===== config.mk =====
export PLATFORM = sky130hd
export DESIGN_NAME = segmented_stack_with_pop_at_top
export DESIGN_NICKNAME = d
export VERILOG_FILES = /design/src/hw/rtl/sstk_pkg.sv /design/src/hw/rtl/sstk_ram.sv /design/src/hw/rtl/segmented_stack_with_pop_at_top.sv
export SDC_FILE = /design/constraint.sdc
export NUM_CORES = 2
export LEC_CHECK = 0
export BUFFER_PORTS_ARGS = -buffer_cell sky130_fd_sc_hd__buf_4
export CORE_UTILIZATION = 40
export CTS_CLUSTER_DIAMETER = 120
export DETAILED_ROUTE_END_ITERATION = 10
export HOLD_SLACK_MARGIN = 0.03
export PLACE_DENSITY = 0.62
export SLEW_MARGIN = 5
export SYNTH_ARGS = -nofsm -noshare
export SYNTH_HDL_FRONTEND = slang
export SYNTH_SLANG_ARGS = --single-unit

===== constraint.sdc =====
create_clock -name clk -period 8.4 [get_ports clk]
set_clock_uncertainty 0.05 [all_clocks]
set_input_delay 0.84 -clock clk [delete_from_list [all_inputs] [get_ports clk]]
set_output_delay 0.84 -clock clk [all_outputs]
set_load 0.05 [all_outputs]

===== src/hw/rtl/sstk_pkg.sv =====
// ---------------------------------------------------------------------------
// sstk_pkg
// Shared types, opcodes, status codes and default sizes for the segmented
// stack block.
// ---------------------------------------------------------------------------
package sstk_pkg;

    // default sizes
    localparam int NUM_SEGMENTS_DEF  = 8;
    localparam int SEGMENT_DEPTH_DEF = 16;
    localparam int VALUE_WIDTH_DEF   = 32;

    // capacity register
    localparam int         CAP_W         = 5;
    localparam logic [4:0] CAPACITY_RESET = 5'd10;

    // opcodes
    localparam logic [1:0] OP_PUSH   = 2'd0;
    localparam logic [1:0] OP_POP    = 2'd1;
    localparam logic [1:0] OP_POP_AT = 2'd2;
    localparam logic [1:0] OP_TOP    = 2'd3;

    // status codes
    localparam logic [1:0] ST_DONE    = 2'd0;
    localparam logic [1:0] ST_IGNORED = 2'd1;
    localparam logic [1:0] ST_FULL    = 2'd2;

    // read-top value of an empty stack
    localparam logic signed [31:0] EMPTY_TOP = -32'sd1;

    // command beat
    typedef struct packed {
        logic [1:0]         opcode;
        logic signed [31:0] push_value;
        logic [2:0]         segment_index;
    } cmd_t;

    // result beat
    typedef struct packed {
        logic signed [31:0] top_value;
        logic [1:0]         status;
        logic               is_empty;
    } result_t;

endpackage


===== src/hw/rtl/sstk_ram.sv =====
// ---------------------------------------------------------------------------
// sstk_ram
// Simple dual-port value memory: one write port, one read port with a
// registered read. Contents are not reset.
// ---------------------------------------------------------------------------
module sstk_ram #(
    parameter int DEPTH  = 128,
    parameter int ADDR_W = 7,
    parameter int DATA_W = 32
) (
    input  logic              clk,
    input  logic              we,
    input  logic [ADDR_W-1:0] waddr,
    input  logic [DATA_W-1:0] wdata,
    input  logic              re,
    input  logic [ADDR_W-1:0] raddr,
    output logic [DATA_W-1:0] rdata
);

    logic [DATA_W-1:0] mem [DEPTH];
    logic [DATA_W-1:0] rdata_reg;

    // write port
    always_ff @(posedge clk)
    begin
        if (we)
        begin
            mem[waddr] <= wdata;
        end
    end

    // registered read port
    always_ff @(posedge clk)
    begin
        if (re)
        begin
            rdata_reg <= mem[raddr];
        end
    end

    assign rdata = rdata_reg;

endmodule


===== src/hw/rtl/segmented_stack_with_pop_at_top.sv =====
// Sequence: a command beat is taken in idle; push and pop-at finish in the execute state;
//   pop and read-top first skip the empty top segments there, one per cycle by
//   decrementing the segment pointer, and read-top then reads the value memory.
// Commands: busy is high outside idle, and a new command is taken only in idle;
//   read-top adds a state for the registered read of the value memory. done pulses for one cycle.
// Reset: fill counts, segment pointer and capacity (10) clear at once; the
//   value memory is not cleared. The receiver cannot hold results off.
// ---------------------------------------------------------------------------
// segmented_stack_with_pop_at_top
// Stack kept as a set of fixed-size segments in one value memory, with push,
// pop, pop from a named segment and read-top.
// ---------------------------------------------------------------------------
module segmented_stack_with_pop_at_top
    import sstk_pkg::*;
#(
    parameter int NUM_SEGMENTS  = NUM_SEGMENTS_DEF,
    parameter int SEGMENT_DEPTH = SEGMENT_DEPTH_DEF,
    parameter int VALUE_WIDTH   = VALUE_WIDTH_DEF
) (
    input  logic             clk,
    input  logic             rst_n,
    input  logic             start,
    output logic             busy,
    input  cmd_t             cmd,
    output logic             done,
    output result_t          result,
    input  logic             cfg_valid,
    output logic             cfg_ready,
    input  logic [CAP_W-1:0] cfg_data
);

    localparam int SEG_W   = (NUM_SEGMENTS > 1) ? $clog2(NUM_SEGMENTS) : 1;
    localparam int CMP_W   = (SEG_W > 3) ? SEG_W + 1 : 4;
    localparam int FILL_W  = $clog2(SEGMENT_DEPTH + 1);
    localparam int CW      = (FILL_W > CAP_W) ? FILL_W : CAP_W;
    localparam int DEPTH   = NUM_SEGMENTS * SEGMENT_DEPTH;
    localparam int ADDR_W  = (DEPTH > 1) ? $clog2(DEPTH) : 1;
    localparam int TOT_W   = $clog2(DEPTH + 1);

    typedef enum logic [1:0] {
        S_IDLE,
        S_EXEC,
        S_READ
    } state_t;

    state_t             state_reg, state_next;
    logic [1:0]         op_reg;
    logic signed [31:0] val_reg;
    logic [2:0]         idx_reg;
    logic [SEG_W-1:0]   cur_reg, cur_next;
    logic [TOT_W-1:0]   total_reg, total_next;
    logic [CAP_W-1:0]   cap_reg;
    logic               done_reg, done_next;
    result_t            res_reg, res_next;
    logic [FILL_W-1:0]  fill_reg [NUM_SEGMENTS];

    // fill count write request
    logic               fill_we;
    logic [SEG_W-1:0]   fill_wr_idx;
    logic [FILL_W-1:0]  fill_wr_val;

    // value memory ports
    logic                   mem_we, mem_re;
    logic [ADDR_W-1:0]      mem_waddr, mem_raddr;
    logic [VALUE_WIDTH-1:0] mem_wdata, mem_rdata;

    // decode helpers
    logic [CMP_W-1:0]   idx_ext, cur_ext;
    logic               idx_ok;
    logic [SEG_W-1:0]   fill_addr;
    logic [FILL_W-1:0]  fill_rd;
    logic [CW-1:0]      eff_cap;
    logic               seg_full;
    logic               can_open;
    logic [SEG_W-1:0]   cur_inc;
    logic signed [63:0] push_wide;
    logic signed [63:0] read_wide;

    assign busy      = (state_reg != S_IDLE);
    assign cfg_ready = 1'b1;
    assign done      = done_reg;
    assign result    = res_reg;

    // pop-at segment check and shared fill-count read
    assign idx_ext   = CMP_W'(idx_reg);
    assign cur_ext   = CMP_W'(cur_reg);
    assign idx_ok    = (idx_ext <= cur_ext) && (idx_ext < CMP_W'(NUM_SEGMENTS));
    assign fill_addr = (op_reg == OP_POP_AT && idx_ok) ? idx_ext[SEG_W-1:0] : cur_reg;
    assign fill_rd   = fill_reg[fill_addr];

    // capacity clamped to one..segment depth
    always_comb
    begin
        if (cap_reg == '0)
        begin
            eff_cap = CW'(1);
        end
        else if (CW'(cap_reg) > CW'(SEGMENT_DEPTH))
        begin
            eff_cap = CW'(SEGMENT_DEPTH);
        end
        else
        begin
            eff_cap = CW'(cap_reg);
        end
    end

    assign seg_full  = (CW'(fill_rd) >= eff_cap);
    assign can_open  = ((SEG_W + 1)'(cur_reg) + (SEG_W + 1)'(1)) < (SEG_W + 1)'(NUM_SEGMENTS);
    assign cur_inc   = cur_reg + SEG_W'(1);
    assign push_wide = 64'(val_reg);
    assign read_wide = 64'($signed(mem_rdata));

    // command sequencing
    always_comb
    begin
        state_next  = state_reg;
        cur_next    = cur_reg;
        total_next  = total_reg;
        done_next   = 1'b0;
        res_next    = res_reg;
        fill_we     = 1'b0;
        fill_wr_idx = cur_reg;
        fill_wr_val = fill_rd;
        mem_we      = 1'b0;
        mem_waddr   = ADDR_W'(cur_reg) * ADDR_W'(SEGMENT_DEPTH) + ADDR_W'(fill_rd);
        mem_wdata   = push_wide[VALUE_WIDTH-1:0];
        mem_re      = 1'b0;
        mem_raddr   = ADDR_W'(cur_reg) * ADDR_W'(SEGMENT_DEPTH)
                      + ADDR_W'(fill_rd) - ADDR_W'(1);

        unique case (state_reg)
            S_IDLE:
            begin
                if (start)
                begin
                    state_next = S_EXEC;
                end
            end
            S_EXEC:
            begin
                res_next.top_value = '0;
                res_next.status    = ST_DONE;
                case (op_reg)
                    OP_PUSH:
                    begin
                        if (!seg_full)
                        begin
                            mem_we      = 1'b1;
                            fill_we     = 1'b1;
                            fill_wr_val = fill_rd + FILL_W'(1);
                            total_next  = total_reg + TOT_W'(1);
                        end
                        else if (can_open)
                        begin
                            // open the next segment with this value at its base
                            cur_next    = cur_inc;
                            mem_we      = 1'b1;
                            mem_waddr   = ADDR_W'(cur_inc) * ADDR_W'(SEGMENT_DEPTH);
                            fill_we     = 1'b1;
                            fill_wr_idx = cur_inc;
                            fill_wr_val = FILL_W'(1);
                            total_next  = total_reg + TOT_W'(1);
                        end
                        else
                        begin
                            res_next.status = ST_FULL;
                        end
                        state_next = S_IDLE;
                        done_next  = 1'b1;
                    end
                    OP_POP_AT:
                    begin
                        if (!idx_ok || fill_rd == '0)
                        begin
                            res_next.status = ST_IGNORED;
                        end
                        else
                        begin
                            fill_we     = 1'b1;
                            fill_wr_idx = fill_addr;
                            fill_wr_val = fill_rd - FILL_W'(1);
                            total_next  = total_reg - TOT_W'(1);
                        end
                        state_next = S_IDLE;
                        done_next  = 1'b1;
                    end
                    default:
                    begin
                        // pop and read-top: skip empty top segments first
                        if (cur_reg != '0 && fill_rd == '0)
                        begin
                            cur_next = cur_reg - SEG_W'(1);
                        end
                        else if (fill_rd == '0)
                        begin
                            res_next.status = ST_IGNORED;
                            if (op_reg == OP_TOP)
                            begin
                                res_next.top_value = EMPTY_TOP;
                            end
                            state_next = S_IDLE;
                            done_next  = 1'b1;
                        end
                        else if (op_reg == OP_POP)
                        begin
                            fill_we     = 1'b1;
                            fill_wr_val = fill_rd - FILL_W'(1);
                            total_next  = total_reg - TOT_W'(1);
                            state_next  = S_IDLE;
                            done_next   = 1'b1;
                        end
                        else
                        begin
                            mem_re     = 1'b1;
                            state_next = S_READ;
                        end
                    end
                endcase
                res_next.is_empty = (total_next == '0);
            end
            S_READ:
            begin
                // top value back from the memory
                res_next.top_value = read_wide[31:0];
                res_next.status    = ST_DONE;
                res_next.is_empty  = (total_reg == '0);
                state_next         = S_IDLE;
                done_next          = 1'b1;
            end
            default:
            begin
                state_next = S_IDLE;
            end
        endcase
    end

    // state and registered outputs
    always_ff @(posedge clk or negedge rst_n)
    begin
        if (!rst_n)
        begin
            state_reg <= S_IDLE;
            cur_reg   <= '0;
            total_reg <= '0;
            done_reg  <= 1'b0;
            cap_reg   <= CAPACITY_RESET;
            for (int i = 0; i < NUM_SEGMENTS; i++)
            begin
                fill_reg[i] <= '0;
            end
        end
        else
        begin
            state_reg <= state_next;
            cur_reg   <= cur_next;
            total_reg <= total_next;
            done_reg  <= done_next;
            if (cfg_valid && cfg_ready)
            begin
                cap_reg <= cfg_data;
            end
            if (fill_we)
            begin
                fill_reg[fill_wr_idx] <= fill_wr_val;
            end
        end
    end

    // command and result payload
    always_ff @(posedge clk)
    begin
        res_reg <= res_next;
        if (state_reg == S_IDLE && start)
        begin
            op_reg  <= cmd.opcode;
            val_reg <= cmd.push_value;
            idx_reg <= cmd.segment_index;
        end
    end

    // value memory
    sstk_ram #(
        .DEPTH  (DEPTH),
        .ADDR_W (ADDR_W),
        .DATA_W (VALUE_WIDTH)
    ) u_ram (
        .clk   (clk),
        .we    (mem_we),
        .waddr (mem_waddr),
        .wdata (mem_wdata),
        .re    (mem_re),
        .raddr (mem_raddr),
        .rdata (mem_rdata)
    );

endmodule


### Yosys cells after proc, flatten, opt, wreduce, memory -nomap -nowiden

Memories as Yosys holds them, arrays and structs flattened. A register that Yosys moved wholly into a read port is not among the register bits.
Index checks and enable logic that the tools add are counted.

* $add $sub $neg: 9
* $mul: 0
* divide/modulo/power cells: 0
* magnitude comparators: 8
* equality and inequality tests: 7
* shifts and indexed selects: 0
* mux-type cells: 72
* bitwise operators: 3
* reductions and logical operators: 20

Operators by type and width (number)
* $pmux 35 s2: 1
* $mux 34: 2
* $mux 32: 2
* $mux 5: 12
* $mux 8: 7
* $bwmux 40: 1
* $mux 7: 4
* $mux 1: 20
* $mux 3: 6
* $logic_not 8->1: 2
* $pmux 8 s2: 1
* $bmux 5 s3: 1
* $demux 5 s3: 1
* $mux 2: 7
* $pmux 3 s2: 2
* $logic_not 5->1: 2
* $pmux 5 s2: 1
* $add 8x1->8 const B: 1
* $ge 4x4->1 const B: 2
* $not 3->4: 2
* $pmux 2 s2: 2
* $sub 8x1->8 const B: 1
* $add 7x5->7: 1
* $sub 7x1->7 const B: 1
* 26 further kinds: 37

* register bits: 131
* latch bits: 0
* bits in writable memories: 4096
* memory bits (read-only): 0
* input port bits: 46
* output and inout port bits: 38
* logic and storage cells: 139
* memories: 1

Memory list
* u_ram.mem: depth 128, width 32, rd ports 1, clocked after memory_dff 1, wr ports 1, RTL line sstk_ram.sv:20 `logic [DATA_W-1:0] mem [DEPTH];`

### Depth between registers and ports, before layout

* depth in word-level cells: 19
* gate-level depth with buffers: 26
* gate-level depth less buffers: 21

### Cells and area by module

A second synthesis with hierarchy kept.

* cell total of the unflattened synthesis: 6677
* area, all modules: 163979.8 µm²

By module, submodules not included
* sstk_ram: times used 1, cells each 5990, area an instance 156596.4 µm², seq. area each 123958.9 µm²
* segmented_stack_with_pop_at_top: times used 1, cells each 687, area an instance 7383.3 µm², seq. area each 3641.0 µm²

### Least setup slack after synthesis

Ideal clock, no wire load.

* path type: flip-flop to flip-flop
* from: register cur_reg[2]
* to: memory u_ram.mem[88][0], enable pin
* library setup time: 470 ps
* arrival: 7249 ps
* required time: 7880 ps
* setup slack: 631 ps
* cell stages (with the launch flop): 23
* buffers on the path: 4
* clock period less this slack: 7769 ps
* path through: dfrtp_1 -> clkinv_1 -> ha_1 -> a21oi_1 -> a21oi_2 -> buf_6 -> o211ai_1 -> buf_2 -> nand2_1 -> a32oi_1 -> o311a_1 -> clkbuf_1 -> ha_1 -> a21o_1 -> a21o_1 -> a21o_1 -> a21o_1 -> clkbuf_1 -> and3_1 -> o32a_1 -> mux2i_1 -> and3_1 -> a21boi_0

* cells in the longest elaborated chain, start to end: 14
* elaborated cells between the ends (all ways): 23
* those cells by class: add/sub (3); order compare (3); mux (14); bitwise (1); reduce/logical (2)

Ends and longest elaborated chain
* start: declaration: RTL line segmented_stack_with_pop_at_top.sv:50 `logic [SEG_W-1:0] cur_reg, cur_next;`
* start signal: assignment: RTL line segmented_stack_with_pop_at_top.sv:256 `cur_reg <= cur_next;`
* $le 3x3->1: RTL line segmented_stack_with_pop_at_top.sv:87 `assign idx_ok = (idx_ext <= cur_ext) && (idx_ext < CMP_W'(NUM_SEGMENTS));`
* $logic_and 1x1->1: RTL line segmented_stack_with_pop_at_top.sv:87
* $logic_and 1x1->1: RTL line segmented_stack_with_pop_at_top.sv:88 `assign fill_addr = (op_reg == OP_POP_AT && idx_ok) ? idx_ext[SEG_W-1:0] : cur_reg;`
* $mux 3: RTL line segmented_stack_with_pop_at_top.sv:88
* $not 3->4 (implied by the code): RTL line segmented_stack_with_pop_at_top.sv:89 `assign fill_rd = fill_reg[fill_addr];`
* $bmux 5 s3: RTL line segmented_stack_with_pop_at_top.sv:89
* $mux 5 (implied by the code) (2 in series): RTL line segmented_stack_with_pop_at_top.sv:89
* $ge 5x5->1: RTL line segmented_stack_with_pop_at_top.sv:108 `assign seg_full = (CW'(fill_rd) >= eff_cap);`
* $mux 1: RTL line segmented_stack_with_pop_at_top.sv:147 `if (!seg_full)`
* $mux 1: RTL line segmented_stack_with_pop_at_top.sv:144 `case (op_reg)`
* $mux 1: RTL line segmented_stack_with_pop_at_top.sv:132 `unique case (state_reg)`
* $mux 1: RTL line sstk_ram.sv:26 `if (we)`
* $mux 1 (implied by the code): RTL line sstk_ram.sv:28 `mem[waddr] <= wdata;`
* end: declaration: RTL line sstk_ram.sv:20

Parallel ways exist; a longest one is shown, timed or not. The select of a mux whose other input is x is not followed.

### Worst setup path in the final report

* from: register cur_reg[1]
* to: register u_ram.rdata_reg[22], in the netlist u_ram.rdata[22] (read register of u_ram.mem) (data pin)

* cells in the longest elaborated chain, start to end: 13
* elaborated cells between the ends (all ways): 17
* those cells by class: add/sub (2); order compare (1); mux (8); bitwise (1); reduce/logical (5)

Ends and longest elaborated chain
* parallel branches: the longest is 13 deep, another holds $add 7x5->7
* end: declaration: RTL line sstk_ram.sv:21 `logic [DATA_W-1:0] rdata_reg;`

Several ways; the timed one is not identified. The select of a mux whose other input is x is not followed.
A chain may end at the register's enable or synchronous reset.

==> results_tabular.tex <==
\begin{tabular}{lr}
\hline
Metric & Value \\
\hline
\multicolumn{2}{l}{\textbf{Global routing}} \\
\quad Initial antenna violation count & 31 \\
\quad First-pass GRT wire length & between 600,000 and 700,000 µm \\
\quad Total Routing Usage GR & between 20\% and 30\% \\
\quad Pin count of the biggest net entering global routing & approximately 150 \\
\quad Via count of the first global-routing pass & between 80k and 90k \\
\quad GR Overflow Total & 0 \\
\multicolumn{2}{l}{\textbf{Route}} \\
\quad Via count & about 85k \\
\quad DRT iter0 DRCs & between 10k and 15k \\
\quad Average wire per cell in the routed design & about 34 µm \\
\quad Remaining routing DRC violations & 0 \\
\quad Detailed Route WL & 466,500 µm \\
\quad Vias per Instance & between 6 and 7 \\
\quad DRT Pass-1 Iters & 8 \\
\quad Number of nets still failing antenna checks after routing & 0 \\
\multicolumn{2}{l}{\textbf{Die}} \\
\quad Starting density of the core & between 40\% and 50\% \\
\quad Boundary Pins & 84 \\
\quad Area of the die & 419,600 µm² \\
\quad Rows & roughly 240 \\
\quad Core area & roughly 410,000 µm² \\
\quad Die extent in y & between 600 and 700 µm \\
\quad Overall die width & between 600 and 700 µm \\
\multicolumn{2}{l}{\textbf{STA}} \\
\quad Final Hold Fails & 0 \\
\quad Setup repair after global routing missed its margin & false \\
\quad Slew Limit Fails & 0 \\
\quad Fmax & roughly 130 MHz \\
\quad Min cycle time layout & 7.906 ns \\
\quad Final setup violation count & 0 \\
\quad Transition time of the tightest slew-check pin & 1.386 ns \\
\quad Worst slew margin relative to its limit & around 7.6\% \\
\quad Total negative slack & 0 ns \\
\quad Crit share post-route & a little over nine tenths \\
\multicolumn{2}{l}{\textbf{Job}} \\
\quad Number of max-cap violations & 0 \\
\multicolumn{2}{l}{\textbf{Synthesis}} \\
\quad Sequential share of the synthesized area & about three quarters \\
\quad Seq cells post-synth & between 4k and 5k \\
\quad Count of yosys warnings during synthesis & 0 \\
\quad Most used flip-flop cell after synthesis & edfxtp\_1 \\
\quad Share of flip-flops with an asynchronous set or reset & $\sim$1.4\% \\
\quad Synthesized area per cell & approximately 22 µm² \\
\quad Gate Count Post-Synth & between 7k and 8k \\
\quad Cell type with the largest total area after synthesis & edfxtp\_1 \\
\quad Library cell with the highest instance count after synthesis & edfxtp\_1 \\
\quad Synth cell types & 86 \\
\quad Most instantiated cells after synthesis & edfxtp\_1, mux4\_2, clkbuf\_1, nand2\_1, nor2\_1 \\
\quad Syn Nets & 7,796 \\
\quad Number of enable-type register cells in the synthesized netlist & about 4.2k \\
\quad Most area-consuming cells after synthesis & edfxtp\_1, mux4\_2, clkbuf\_1 \\
\quad Synth top area share & roughly 76\% \\
\quad Synthesized area & $\sim$170,000 µm² \\
\multicolumn{2}{l}{\textbf{Finish}} \\
\quad Max reg flops & 4,096 \\
\quad Proportion of layout cells with a drive suffix above 1 & a little over a quarter \\
\quad Synthesis-to-layout area growth & 13.88\% \\
\quad Number of nets in the finished design & between 8k and 9k \\
\multicolumn{2}{l}{\textbf{Critical path}} \\
\quad Depth of the worst register-to-register path & 17 \\
\quad Required time reported for the critical path endpoint & roughly 9 ns \\
\quad Critical Path Sink Type & register \\
\quad Delay of the slowest cell on the worst path & between 0.6 and 0.7 ns \\
\quad Cells along the critical path & inv\_1 > ha\_1 > and3b\_1 > o21ai\_2 > nand2\_1 > a31oi\_1 > o22ai\_4 > nor3\_2 > buf\_12 > ha\_4 > buf\_12 > buf\_4 > buf\_4 > mux4\_2 > mux4\_2 > a22oi\_1 > nand4\_1 \\
\quad Class of the most critical setup path & reg2reg \\
\quad Arrival time worst endpoint & 8.54 ns \\
\quad Startpoint of the most critical register-to-register path & cur\_reg[1] \\
\quad Maximum fanout along the worst path & between 60 and 70 \\
\quad Critical Path Start Type & register \\
\quad Cell with the largest stage delay on the worst path & a22oi\_1 \\
\quad Worst-case register-to-register setup slack & 0.49 ns \\
\quad Worst flop-to-flop path endpoint & u\_ram.rdata[22] \\
\multicolumn{2}{l}{\textbf{Placed design}} \\
\quad Final HPWL DP & roughly 270,000 µm \\
\quad Number of buffers added on ports & 82 \\
\quad Routability Congestion & $\sim$0.93 \\
\multicolumn{2}{l}{\textbf{Hold path}} \\
\quad Startpoint of the tightest hold check path & cfg\_valid \\
\quad Worst Hold Path EP & cap\_reg[0] \\
\quad Hold Crit Depth & 2 \\
\quad Path type of the worst min-delay path & in2reg \\
\multicolumn{2}{l}{\textbf{CTS}} \\
\quad CTS H-tree lvls & 5 \\
\quad TritonCTS buffer count & 417 \\
\quad Count of instances resized after the clock tree is built & 0 \\
\quad Clock transition at the register clock pins on the worst setup and hold paths after CTS & approximately 0.060 ns \\
\quad Clock latency reported for the late side of the worst-skew pair & just under 1 ns \\
\quad Clock root buffer & clkbuf\_16 \\
\quad Clock tree from TritonCTS & yes \\
\quad Maximum clock path buffer count & 4 \\
\quad Sink Count & 4,259 \\
\multicolumn{2}{l}{\textbf{Run status}} \\
\quad Status & finished, final reports clean \\
\hline
\end{tabular}
[worst max-delay path, delay by kind of cell (launching register included)]
family / cells / cell delay [ns]
AO/OA/AOI/OAI: 4 / 1.74
adder cells (fa/ha/maj): 2 / 1.00
buffers and inverters: 5 / 2.11
flip-flops: 1 / 0.60
multiplexers: 2 / 0.92
AND/OR/NAND/NOR: 4 / 0.95
[how the worst max path moves through the flow]
stage               slack, ns  cells past startpoint  startpoint           endpoint
finish                   0.49                     17  cur_reg[1]    u_ram.rdata[22]
global route             0.26                     22  cur_reg[1]  u_ram.mem[17][29]
CTS                      0.68                     17  cur_reg[1]    u_ram.rdata[22]
detailed placement       0.70                     17  cur_reg[1]    u_ram.rdata[22]
global placement         0.70                     22  cur_reg[1]  u_ram.mem[17][12]
floorplan                0.63                     22  cur_reg[2]   u_ram.mem[88][0]
[final cells by class]
type                    instances  area (µm²)
diodes                          4       10.01
clock buffers                 533       11030
clock inverters               237        2335
fillers                     33970      224100
inverters                      24       90.09
multi-input cells            2918       38130
flip-flops and latches       4259      127600
well taps                    5474        6849
repair buffers                414        3894
[cells in the final DEF (no fill, tap or decap), types with 21 or more instances in the layout]
cell and count:
edfxtp_1 4200, mux4_2 1088, clkbuf_16 421, buf_4 316, nand2_1 264, and3_1 137, nand2b_1 135, nor2_4 129
a211o_1 129, nand4_1 107, clkbuf_1 105, nand3_1 87, clkinv_1 86, clkinv_2 79, o211ai_1 73, a2111oi_0 67
a41oi_1 67, a32o_1 66, a22oi_1 66, a32oi_1 65, a2111o_1 64, dfrtp_1 57, buf_12 54, mux2_2 47
dlygate4sd3_1 44, nor2_1 41, bufinv_16 33, o21ai_0 28, inv_1 21
[timing repair]
action	4_1_cts	5_1_grt
setup buffers	0	0
hold buffers	44	0
endpoints found under the hold margin	99	0
[layer usage]
| metal | vias up | track usage (%) | routed length [µm] |
|---|---|---|---|
| met5 | - | 0 | 22 |
| met4 | 4 | 7.519 | 18370 |
| met3 | 724 | 5.330 | 51360 |
| met2 | 4972 | 33.42 | 215300 |
| met1 | 45580 | 30.66 | 181500 |
| li1 | 33710 | - | - |
[cells by family (layout without fill, tap and decap cells)]
kind of cell	after synthesis	after routing	synth area share (%)
other	1	5	0.002248
AND/OR/NAND/NOR	981	981	2.973
adder cells (fa/ha/maj)	21	21	0.1575
XOR/XNOR	10	10	0.05251
AO/OA/AOI/OAI	759	759	3.880
flip-flops	4259	4259	76.50
multiplexers	1146	1146	15.08
buffers and inverters	552	1208	1.355
[metrics by stage]
stage                     hold WS [ns]  cell area [µm²]  utilization [%]  std cells  worst slack (ns)
after floorplan                 0.4077           166800                -       7729            0.6306
after global placement          0.4463           176100            42.54      13050            0.7041
after detailed placement        0.4510           176100            42.54      13050            0.6988
after CTS                      0.05994           189900            45.88      13860            0.6813
after global routing            0.1004           189900            45.88      13860            0.2607
final                           0.1196           189900            45.88      13860            0.4943
Power is left out: the tool's default activity adds up to more than one toggle a clock period on the data nets, which glitch-free logic cannot reach.
